File: src/rtl/rlbpg_pkg.sv
package rlbpg_pkg;

    localparam int W_LEVEL  = 10;
    localparam int W_MODE   = 3;
    localparam int W_PHASE  = 19;
    localparam int W_PERIOD = 15;
    localparam int W_HALF   = 14;
    localparam int W_ACC    = W_LEVEL + W_HALF;

    localparam logic REQ_TICK     = 1'b0;
    localparam logic REQ_SET_MODE = 1'b1;

    localparam logic [W_MODE-1:0] MODE_WAIT_ACK    = 3'd0;
    localparam logic [W_MODE-1:0] MODE_ACK_RCVD    = 3'd1;
    localparam logic [W_MODE-1:0] MODE_READ_RCVD   = 3'd2;
    localparam logic [W_MODE-1:0] MODE_CUSTOM      = 3'd3;
    localparam logic [W_MODE-1:0] MODE_TERM_PEND   = 3'd4;
    localparam logic [W_MODE-1:0] MODE_TERMINATED  = 3'd5;

    localparam logic [W_PHASE-1:0]  TOGGLE_CYCLE_MS = 19'd300000;
    localparam logic [W_PHASE-1:0]  TOGGLE_ON_MS    = 19'd60000;
    localparam logic [W_LEVEL-1:0]  LEVEL_MAX       = 10'd1023;
    localparam logic [W_LEVEL-1:0]  LEVEL_DIM       = 10'd1020;
    localparam logic [W_PERIOD-1:0] PERIOD_RESET    = 15'd1000;
    localparam logic [W_PERIOD-1:0] PERIOD_WAIT_ACK = 15'd8000;
    localparam logic [W_PERIOD-1:0] PERIOD_ACK_RCVD = 15'd20000;
    localparam logic [W_PERIOD-1:0] PERIOD_READ     = 15'd400;
    localparam logic [W_PERIOD-1:0] PERIOD_CUSTOM   = 15'd1000;
    localparam logic [W_PERIOD-1:0] PERIOD_TERM     = 15'd200;

    typedef struct packed {
        logic               req_type;
        logic [W_MODE-1:0]  mode;
        logic [W_LEVEL-1:0] red_peak;
        logic [W_LEVEL-1:0] green_peak;
        logic [W_LEVEL-1:0] blue_peak;
    } t_in_word;

    typedef struct packed {
        logic [W_LEVEL-1:0] pwm_red;
        logic [W_LEVEL-1:0] pwm_green;
        logic [W_LEVEL-1:0] pwm_blue;
    } t_out_word;

    typedef struct packed {
        logic [W_LEVEL-1:0] peak;
        logic [W_HALF-1:0]  u;
        logic [W_HALF-1:0]  half;
        logic               falling;
    } t_md_req;

endpackage

File: src/rtl/rlbpg_muldiv.sv
module rlbpg_muldiv
    import rlbpg_pkg::*;
(
    input  logic               i_clk,
    input  logic               i_rst_n,
    input  logic               i_start,
    input  t_md_req            i_req,
    output logic               o_done,
    output logic [W_LEVEL-1:0] o_level
);

    localparam int W_CNT = $clog2(2 * W_LEVEL);
    localparam logic [W_CNT-1:0] CNT_MUL_LAST = W_CNT'(W_LEVEL - 1);
    localparam logic [W_CNT-1:0] CNT_LAST     = W_CNT'(2 * W_LEVEL - 1);

    logic               r_busy;
    logic               r_done;
    logic               r_div;
    logic [W_CNT-1:0]   r_cnt;
    t_md_req            r_req;
    logic [W_LEVEL-1:0] r_pk;
    logic [W_ACC-1:0]   r_acc;
    logic [W_HALF-1:0]  r_rem;
    logic [W_LEVEL-1:0] r_q;

    logic [W_ACC-1:0]   n_acc;
    logic [W_HALF:0]    n_tmp;
    logic [W_HALF:0]    n_sub;
    logic               n_ge;

    always_comb begin
        n_acc = {r_acc[W_ACC-2:0], 1'b0} + (r_pk[W_LEVEL-1] ? W_ACC'(r_req.u) : '0);
        n_tmp = {r_rem, r_acc[W_LEVEL-1]};
        n_ge  = n_tmp >= {1'b0, r_req.half};
        n_sub = n_tmp - {1'b0, r_req.half};
    end

    always_ff @(posedge i_clk) begin
        if (!i_rst_n) begin
            r_busy <= 1'b0;
            r_done <= 1'b0;
            r_div  <= 1'b0;
            r_cnt  <= '0;
        end else begin
            r_done <= 1'b0;
            if (i_start) begin
                r_busy <= 1'b1;
                r_div  <= 1'b0;
                r_cnt  <= '0;
                r_req  <= i_req;
                r_pk   <= i_req.peak;
                r_acc  <= '0;
            end else if (r_busy) begin
                r_cnt <= r_cnt + 1'b1;
                if (!r_div) begin
                    r_pk  <= {r_pk[W_LEVEL-2:0], 1'b0};
                    r_acc <= n_acc;
                    if (r_cnt == CNT_MUL_LAST) begin
                        r_div <= 1'b1;
                        r_rem <= n_acc[W_ACC-1:W_LEVEL];
                    end
                end else begin
                    r_acc <= {r_acc[W_ACC-2:0], 1'b0};
                    r_rem <= n_ge ? n_sub[W_HALF-1:0] : n_tmp[W_HALF-1:0];
                    r_q   <= {r_q[W_LEVEL-2:0], n_ge};
                    if (r_cnt == CNT_LAST) begin
                        r_busy <= 1'b0;
                        r_done <= 1'b1;
                    end
                end
            end
        end
    end

    assign o_done  = r_done;
    assign o_level = r_req.falling ? (r_req.peak - r_q) : r_q;

endmodule

File: src/rtl/rgb_led_breathing_pattern_generator.sv
// Channel   Direction  Signals
// in        input      i_in_valid, o_in_ready, i_in_word (t_in_word)
// out       output     o_out_valid, i_out_ready, o_out_word (t_out_word)
//
// A set-mode word gives no result; the input stays ready.
// A toggle-mode tick is registered in r_res on acceptance, then moved to the
// output register in ST_EMIT. A breathing-mode tick runs the shared serial
// multiply and divide unit on each color in turn: red, green, then blue.
// Reset is synchronous and active low; it loads the power-up mode state.
// A stalled output holds its word; the next input word is taken meanwhile.
module rgb_led_breathing_pattern_generator
    import rlbpg_pkg::*;
(
    input  logic      i_clk,
    input  logic      i_rst_n,
    input  logic      i_in_valid,
    output logic      o_in_ready,
    input  t_in_word  i_in_word,
    output logic      o_out_valid,
    input  logic      i_out_ready,
    output t_out_word o_out_word
);

    localparam logic [1:0] ST_IDLE = 2'd0;
    localparam logic [1:0] ST_CALC = 2'd1;
    localparam logic [1:0] ST_EMIT = 2'd2;

    localparam logic [1:0] CH_RED   = 2'd0;
    localparam logic [1:0] CH_GREEN = 2'd1;
    localparam logic [1:0] CH_BLUE  = 2'd2;

    logic [1:0]          r_state;
    logic [1:0]          r_ch;
    logic                r_start;
    logic [W_PHASE-1:0]  r_phase;
    logic [W_PERIOD-1:0] r_period;
    logic [W_LEVEL-1:0]  r_peak_red;
    logic [W_LEVEL-1:0]  r_peak_green;
    logic [W_LEVEL-1:0]  r_peak_blue;
    logic                r_toggle;
    logic [W_HALF-1:0]   r_u;
    logic                r_falling;
    t_out_word           r_res;
    logic                r_out_valid;
    t_out_word           r_out_word;

    logic                n_accept;
    logic [W_HALF-1:0]   n_half;
    logic                n_rise;
    logic [W_PHASE-1:0]  n_diff;
    logic [W_PHASE-1:0]  n_inc;
    t_md_req             n_req;
    logic                md_done;
    logic [W_LEVEL-1:0]  md_level;

    always_comb begin
        n_accept = i_in_valid && o_in_ready;
        n_half   = r_period[W_PERIOD-1:1];
        n_rise   = r_phase <= W_PHASE'(n_half);
        n_diff   = r_phase - W_PHASE'(n_half);
        n_inc    = r_phase + 1'b1;
        case (r_ch)
            CH_RED:   n_req.peak = r_peak_red;
            CH_GREEN: n_req.peak = r_peak_green;
            default:  n_req.peak = r_peak_blue;
        endcase
        n_req.u       = r_u;
        n_req.half    = n_half;
        n_req.falling = r_falling;
    end

    rlbpg_muldiv u_muldiv (
        .i_clk   (i_clk),
        .i_rst_n (i_rst_n),
        .i_start (r_start),
        .i_req   (n_req),
        .o_done  (md_done),
        .o_level (md_level)
    );

    always_ff @(posedge i_clk) begin
        if (!i_rst_n) begin
            r_state      <= ST_IDLE;
            r_ch         <= CH_RED;
            r_start      <= 1'b0;
            r_phase      <= '0;
            r_period     <= PERIOD_RESET;
            r_peak_red   <= '0;
            r_peak_green <= '0;
            r_peak_blue  <= '0;
            r_toggle     <= 1'b0;
            r_out_valid  <= 1'b0;
        end else begin
            r_start <= 1'b0;
            if (r_out_valid && i_out_ready && r_state != ST_EMIT) begin
                r_out_valid <= 1'b0;
            end
            case (r_state)
                ST_IDLE: begin
                    if (n_accept && i_in_word.req_type == REQ_SET_MODE) begin
                        r_phase  <= '0;
                        r_toggle <= 1'b0;
                        case (i_in_word.mode)
                            MODE_WAIT_ACK: begin
                                r_peak_red   <= '0;
                                r_peak_green <= LEVEL_MAX;
                                r_peak_blue  <= '0;
                                r_period     <= PERIOD_WAIT_ACK;
                            end
                            MODE_ACK_RCVD: begin
                                r_peak_red   <= '0;
                                r_peak_green <= LEVEL_MAX;
                                r_peak_blue  <= '0;
                                r_period     <= PERIOD_ACK_RCVD;
                            end
                            MODE_READ_RCVD: begin
                                r_peak_red   <= '0;
                                r_peak_green <= '0;
                                r_peak_blue  <= LEVEL_DIM;
                                r_period     <= PERIOD_READ;
                            end
                            MODE_CUSTOM: begin
                                r_peak_red   <= i_in_word.red_peak;
                                r_peak_green <= i_in_word.green_peak;
                                r_peak_blue  <= i_in_word.blue_peak;
                                r_period     <= PERIOD_CUSTOM;
                            end
                            MODE_TERM_PEND: begin
                                r_peak_red   <= LEVEL_DIM;
                                r_peak_green <= '0;
                                r_peak_blue  <= '0;
                                r_toggle     <= 1'b1;
                            end
                            MODE_TERMINATED: begin
                                r_peak_red   <= LEVEL_DIM;
                                r_peak_green <= '0;
                                r_peak_blue  <= '0;
                                r_period     <= PERIOD_TERM;
                            end
                            default: begin
                            end
                        endcase
                    end else if (n_accept) begin
                        if (r_toggle) begin
                            r_res.pwm_red   <= (r_phase < TOGGLE_ON_MS) ? LEVEL_MAX : '0;
                            r_res.pwm_green <= '0;
                            r_res.pwm_blue  <= '0;
                            r_phase <= (n_inc == TOGGLE_CYCLE_MS) ? '0 : n_inc;
                            r_state <= ST_EMIT;
                        end else begin
                            r_u       <= n_rise ? r_phase[W_HALF-1:0] : n_diff[W_HALF-1:0];
                            r_falling <= !n_rise;
                            r_phase   <= (n_inc == W_PHASE'(r_period)) ? '0 : n_inc;
                            r_ch      <= CH_RED;
                            r_start   <= 1'b1;
                            r_state   <= ST_CALC;
                        end
                    end
                end
                ST_CALC: begin
                    if (md_done) begin
                        case (r_ch)
                            CH_RED: begin
                                r_res.pwm_red <= md_level;
                                r_ch          <= CH_GREEN;
                                r_start       <= 1'b1;
                            end
                            CH_GREEN: begin
                                r_res.pwm_green <= md_level;
                                r_ch            <= CH_BLUE;
                                r_start         <= 1'b1;
                            end
                            default: begin
                                r_res.pwm_blue <= md_level;
                                r_state        <= ST_EMIT;
                            end
                        endcase
                    end
                end
                ST_EMIT: begin
                    if (!r_out_valid || i_out_ready) begin
                        r_out_word  <= r_res;
                        r_out_valid <= 1'b1;
                        r_state     <= ST_IDLE;
                    end
                end
                default: begin
                    r_state <= ST_IDLE;
                end
            endcase
        end
    end

    assign o_in_ready  = r_state == ST_IDLE;
    assign o_out_valid = r_out_valid;
    assign o_out_word  = r_out_word;

endmodule

File: config.mk
export PLATFORM = sky130hd
export DESIGN_NAME = rgb_led_breathing_pattern_generator
export DESIGN_NICKNAME = d
export VERILOG_FILES = /design/src/rtl/rlbpg_pkg.sv /design/src/rtl/rlbpg_muldiv.sv /design/src/rtl/rgb_led_breathing_pattern_generator.sv
export SDC_FILE = /design/constraint.sdc
export NUM_CORES = 1
export LEC_CHECK = 0
export ABC_AREA = 1
export BUFFER_PORTS_ARGS = -buffer_cell sky130_fd_sc_hd__buf_2
export CAP_MARGIN = 10
export CORE_MARGIN = 3
export CORE_UTILIZATION = 23
export DETAILED_ROUTE_END_ITERATION = 8
export SETUP_SLACK_MARGIN = 0.2
export SYNTH_ARGS = -nofsm -noshare
export SYNTH_HDL_FRONTEND = slang
export SYNTH_SLANG_ARGS = --single-unit
File: constraint.sdc
create_clock -name i_clk -period 3.64 [get_ports i_clk]
set_input_delay 1.092 -clock i_clk [delete_from_list [all_inputs] [get_ports i_clk]]
set_output_delay 1.092 -clock i_clk [all_outputs]
set_load 0.02 [all_outputs]
==> impl_metrics.py <==
metrics = {
    "run_status": {
        "status": "finished, final reports clean",
    },
    "sta": {
        "drv_slew": 0,
        "final.setup.tns_ns": 0,
        "max_slew.worst_pin.slew_ns": 1.04,
        "period_share_pct": 78.8,
        "rsz0062_at_grt": "no",
        "fin_skew_ns": 0.0115,
        "post-route-worst-setup-slack_ns": 0.772,
        "hold_viol_final": 0,
        "max_slew_margin_pct": 30.3,
        "setup_viol": 0,
        "fmax_ghz": 0.349,
        "fin_crit_ns": 2.87,
    },
    "place": {
        "numPortBuffers": 69,
        "pre_cts_ws_ns": 0.428,
        "dpl.hpwl_mm": 23.7,
        "dp_cells": 2167,
        "gp_congestion": 0.937,
    },
    "drt": {
        "vias_per_cell": 4.52,
        "drtPass1Iterations": 5,
        "wl_per_cell_um": 14.3,
        "drtIter0Drc": 659,
        "totalWireLength_mm": 31.6,
        "vias": 10000,
        "ant_nets": 0,
        "drc": 0,
    },
    "logic_synthesis": {
        "syn_nets": 1520,
        "synthDistinctLibCells": 50,
        "post_synth_inst_count": 1430,
        "yosysWarnings": 0,
        "synth_common_cells": "nand2_1 (344), inv_1 (177), edfxtp_1 (167)",
        "synth_ff_type": "edfxtp_1",
        "synth_seq_area_share_pct": 51.8,
        "syn_avg_cell_area_um2": 8.76,
        "synth_area_leaders": "edfxtp_1 (40%), dfxtp_1 (12%), nand2_1 (10%)",
        "synth_top_area_cell": "edfxtp_1",
        "synth.most_common_cell": "nand2_1",
        "ys_seq_elements": 241,
        "synth_edf_count": 167,
        "syn_area_um2": 12500,
        "yosysTopAreaCellShare_pct": 40.0,
        "async_flop_share_pct": 0,
    },
    "clock_network": {
        "hold_buffers": 0,
        "htreeDepth": 1,
        "cts_tree": "built",
        "root_buffer": "clkbuf_16",
        "cts_max_path_buffers": 3,
        "cts-resized-gates": 0,
        "cts_setup_buffers": 0,
        "clkTransAtPathRegs_ns": 0.06,
        "clk_latency_ns": 0.53,
        "cts_buffers": 26,
        "clkSinkCount": 241,
    },
    "grt": {
        "grt_max_degree": 43,
        "antenna_found_initial": 0,
        "use_met3_pct": 1.54,
        "grt_overflow_total": 0,
        "grt_busiest_layer": "met2",
        "gr-usage-met1_pct": 15.1,
        "grt_pass1_vias": 9371,
        "grt_pass1_wl_mm": 50.2,
        "track_usage_pct": 10.7,
        "use_met2_pct": 17.1,
    },
    "finish": {
        "finalNonFillerCells": 2215,
        "layout-drive-gt1-share_pct": 10.6,
        "syn2layout_area_growth_pct": 16.4,
        "post-route-util_pct": 27.4,
        "nets": 1597,
    },
    "floorplan": {
        "core_area_um2": 53200,
        "num_rows": 84,
        "ios": 70,
        "die_h_um": 239,
        "start_util_pct": 23.6,
        "die_w_um": 239,
        "dieArea_um2": 57300,
    },
    "min_path": {
        "min_from": "r_res[2]",
        "worstHoldPathType": "reg2reg",
        "hold_depth": 0,
    },
    "worst_setup_path": {
        "criticalPathCategory": "reg2reg",
        "endpoint_kind": "register",
        "startpoint_type": "register",
        "critPathArrivalTime_ns": 3.14,
        "required_ns": 3.91,
        "reg2reg_from": "u_muldiv.r_pk[9]",
        "r2r_cells": 16,
        "crit_path_max_fanout": 7,
        "cp-startpoint": "u_muldiv.r_pk[9]",
    },
    "power": {
        "ir_drop_mv": 0.343,
        "power.density_nw_per_um2": 424,
        "p_leak_nw": 5.83,
    },
    "run": {
        "maxCapViolCount": 0,
    },
}
-- final timing paths --
path	end	slack (ns)
worst min-delay path	o_out_word[2]	0.42
worst min register to register	o_out_word[2]	0.42
worst max register to register	u_muldiv.r_acc[17]	0.77
worst max-delay path	u_muldiv.r_acc[17]	0.77
-- through the flow --
| stage | hold slack [ns] | instance area, um2 | total power, mW |
|---|---|---|---|
| CTS | 0.416 | 14600 | 6.26 |
| finish | 0.419 | 14600 | 6.18 |
| detailed placement | 0.405 | 13700 | 3.61 |
| global placement | 0.403 | 13700 | 3.60 |
| floorplan | 0.400 | 12500 | 3.44 |
| global route | 0.423 | 14600 | 6.44 |
-- layout by cell type, fill, tap and decap left out, drive strengths merged, types with 2 or more instances in the layout --
master / netlist / final
nand2: 352 / 352
inv: 180 / 180
edfxtp: 167 / 167
nor2: 120 / 120
a21oi: 117 / 117
buf: 14 / 93
o21ai: 87 / 87
dfxtp: 74 / 74
nand3: 56 / 56
ha: 48 / 48
clkbuf: 30 / 29
xor2: 25 / 25
nor3: 24 / 24
a211oi: 21 / 21
nand4: 18 / 18
o211ai: 17 / 17
clkinv: 2 / 15
xnor2: 12 / 12
a311oi: 9 / 9
o221ai: 8 / 8
or2: 5 / 5
nand3b: 5 / 5
o21bai: 5 / 5
a31oi: 5 / 5
nor4: 4 / 4
fa: 4 / 4
a21o: 3 / 3
and3: 3 / 3
o22ai: 3 / 3
bufinv: 0 / 3
a221oi: 2 / 2
o31ai: 2 / 2
and2: 2 / 2
a22o: 2 / 2
clkinvlp: 0 / 2
-- registers in the layout (all words and copies together) (netlist names), 5 cells and up --
register and count:
u_muldiv.r_rem 14, r_phase 19, u_muldiv.r_cnt 5, r_peak_green 10, r_peak_red 10, o_out_word 30
u_muldiv.r_req 35, u_muldiv.r_acc 23, u_muldiv.r_q 10, r_peak_blue 10, r_period 10, r_res 30
u_muldiv.r_pk 10, r_u 14
-- layout make-up --
type / instances / area, um2
antenna: 1 / 2.50
clock buffer: 29 / 683
clock inverter: 18 / 163
fill: 5696 / 38600
inverter: 182 / 683
multi-input combinational: 963 / 5170
sequential: 241 / 6500
tap: 688 / 861
timing repair buffer: 93 / 526
-- power breakdown --
| group | switching (mW) | internal [mW] |
|---|---|---|
| Combinational | 0.332 | 0.151 |
| Clock | 1.08 | 1.55 |
| Sequential | 0.0450 | 3.03 |
| Total | 1.45 | 4.73 |
-- cell families after synthesis --
family / synth area share (%)
AO/OA/AOI/OAI: 13.1
buffers and inverters: 6.99
AND/OR/NAND/NOR: 20.1
XOR/XNOR: 2.59
flip-flops: 51.8
adder cells (fa/ha/maj): 5.43
-- per-layer routing --
metal	routed length, um	up-vias
met3	1510	54
met2	14300	248
met4	753	0
li1	-	5010
met1	15000	4698
met5	0	-
-- critical path: stages, from the launching register on --
cell,delay (ns)
edfxtp_1,0.44
nand2_1,0.07
inv_1,0.06
ha_1,0.15
inv_1,0.05
fa_1,0.39
nor2_1,0.16
nand2_1,0.07
nand2_1,0.08
inv_1,0.05
nor2_1,0.08
nor2_1,0.08
o21ai_1,0.43
nand3_1,0.16
xor2_1,0.18
nand2_1,0.08
a21oi_1,0.08
Power figures use the tool's default switching activity.
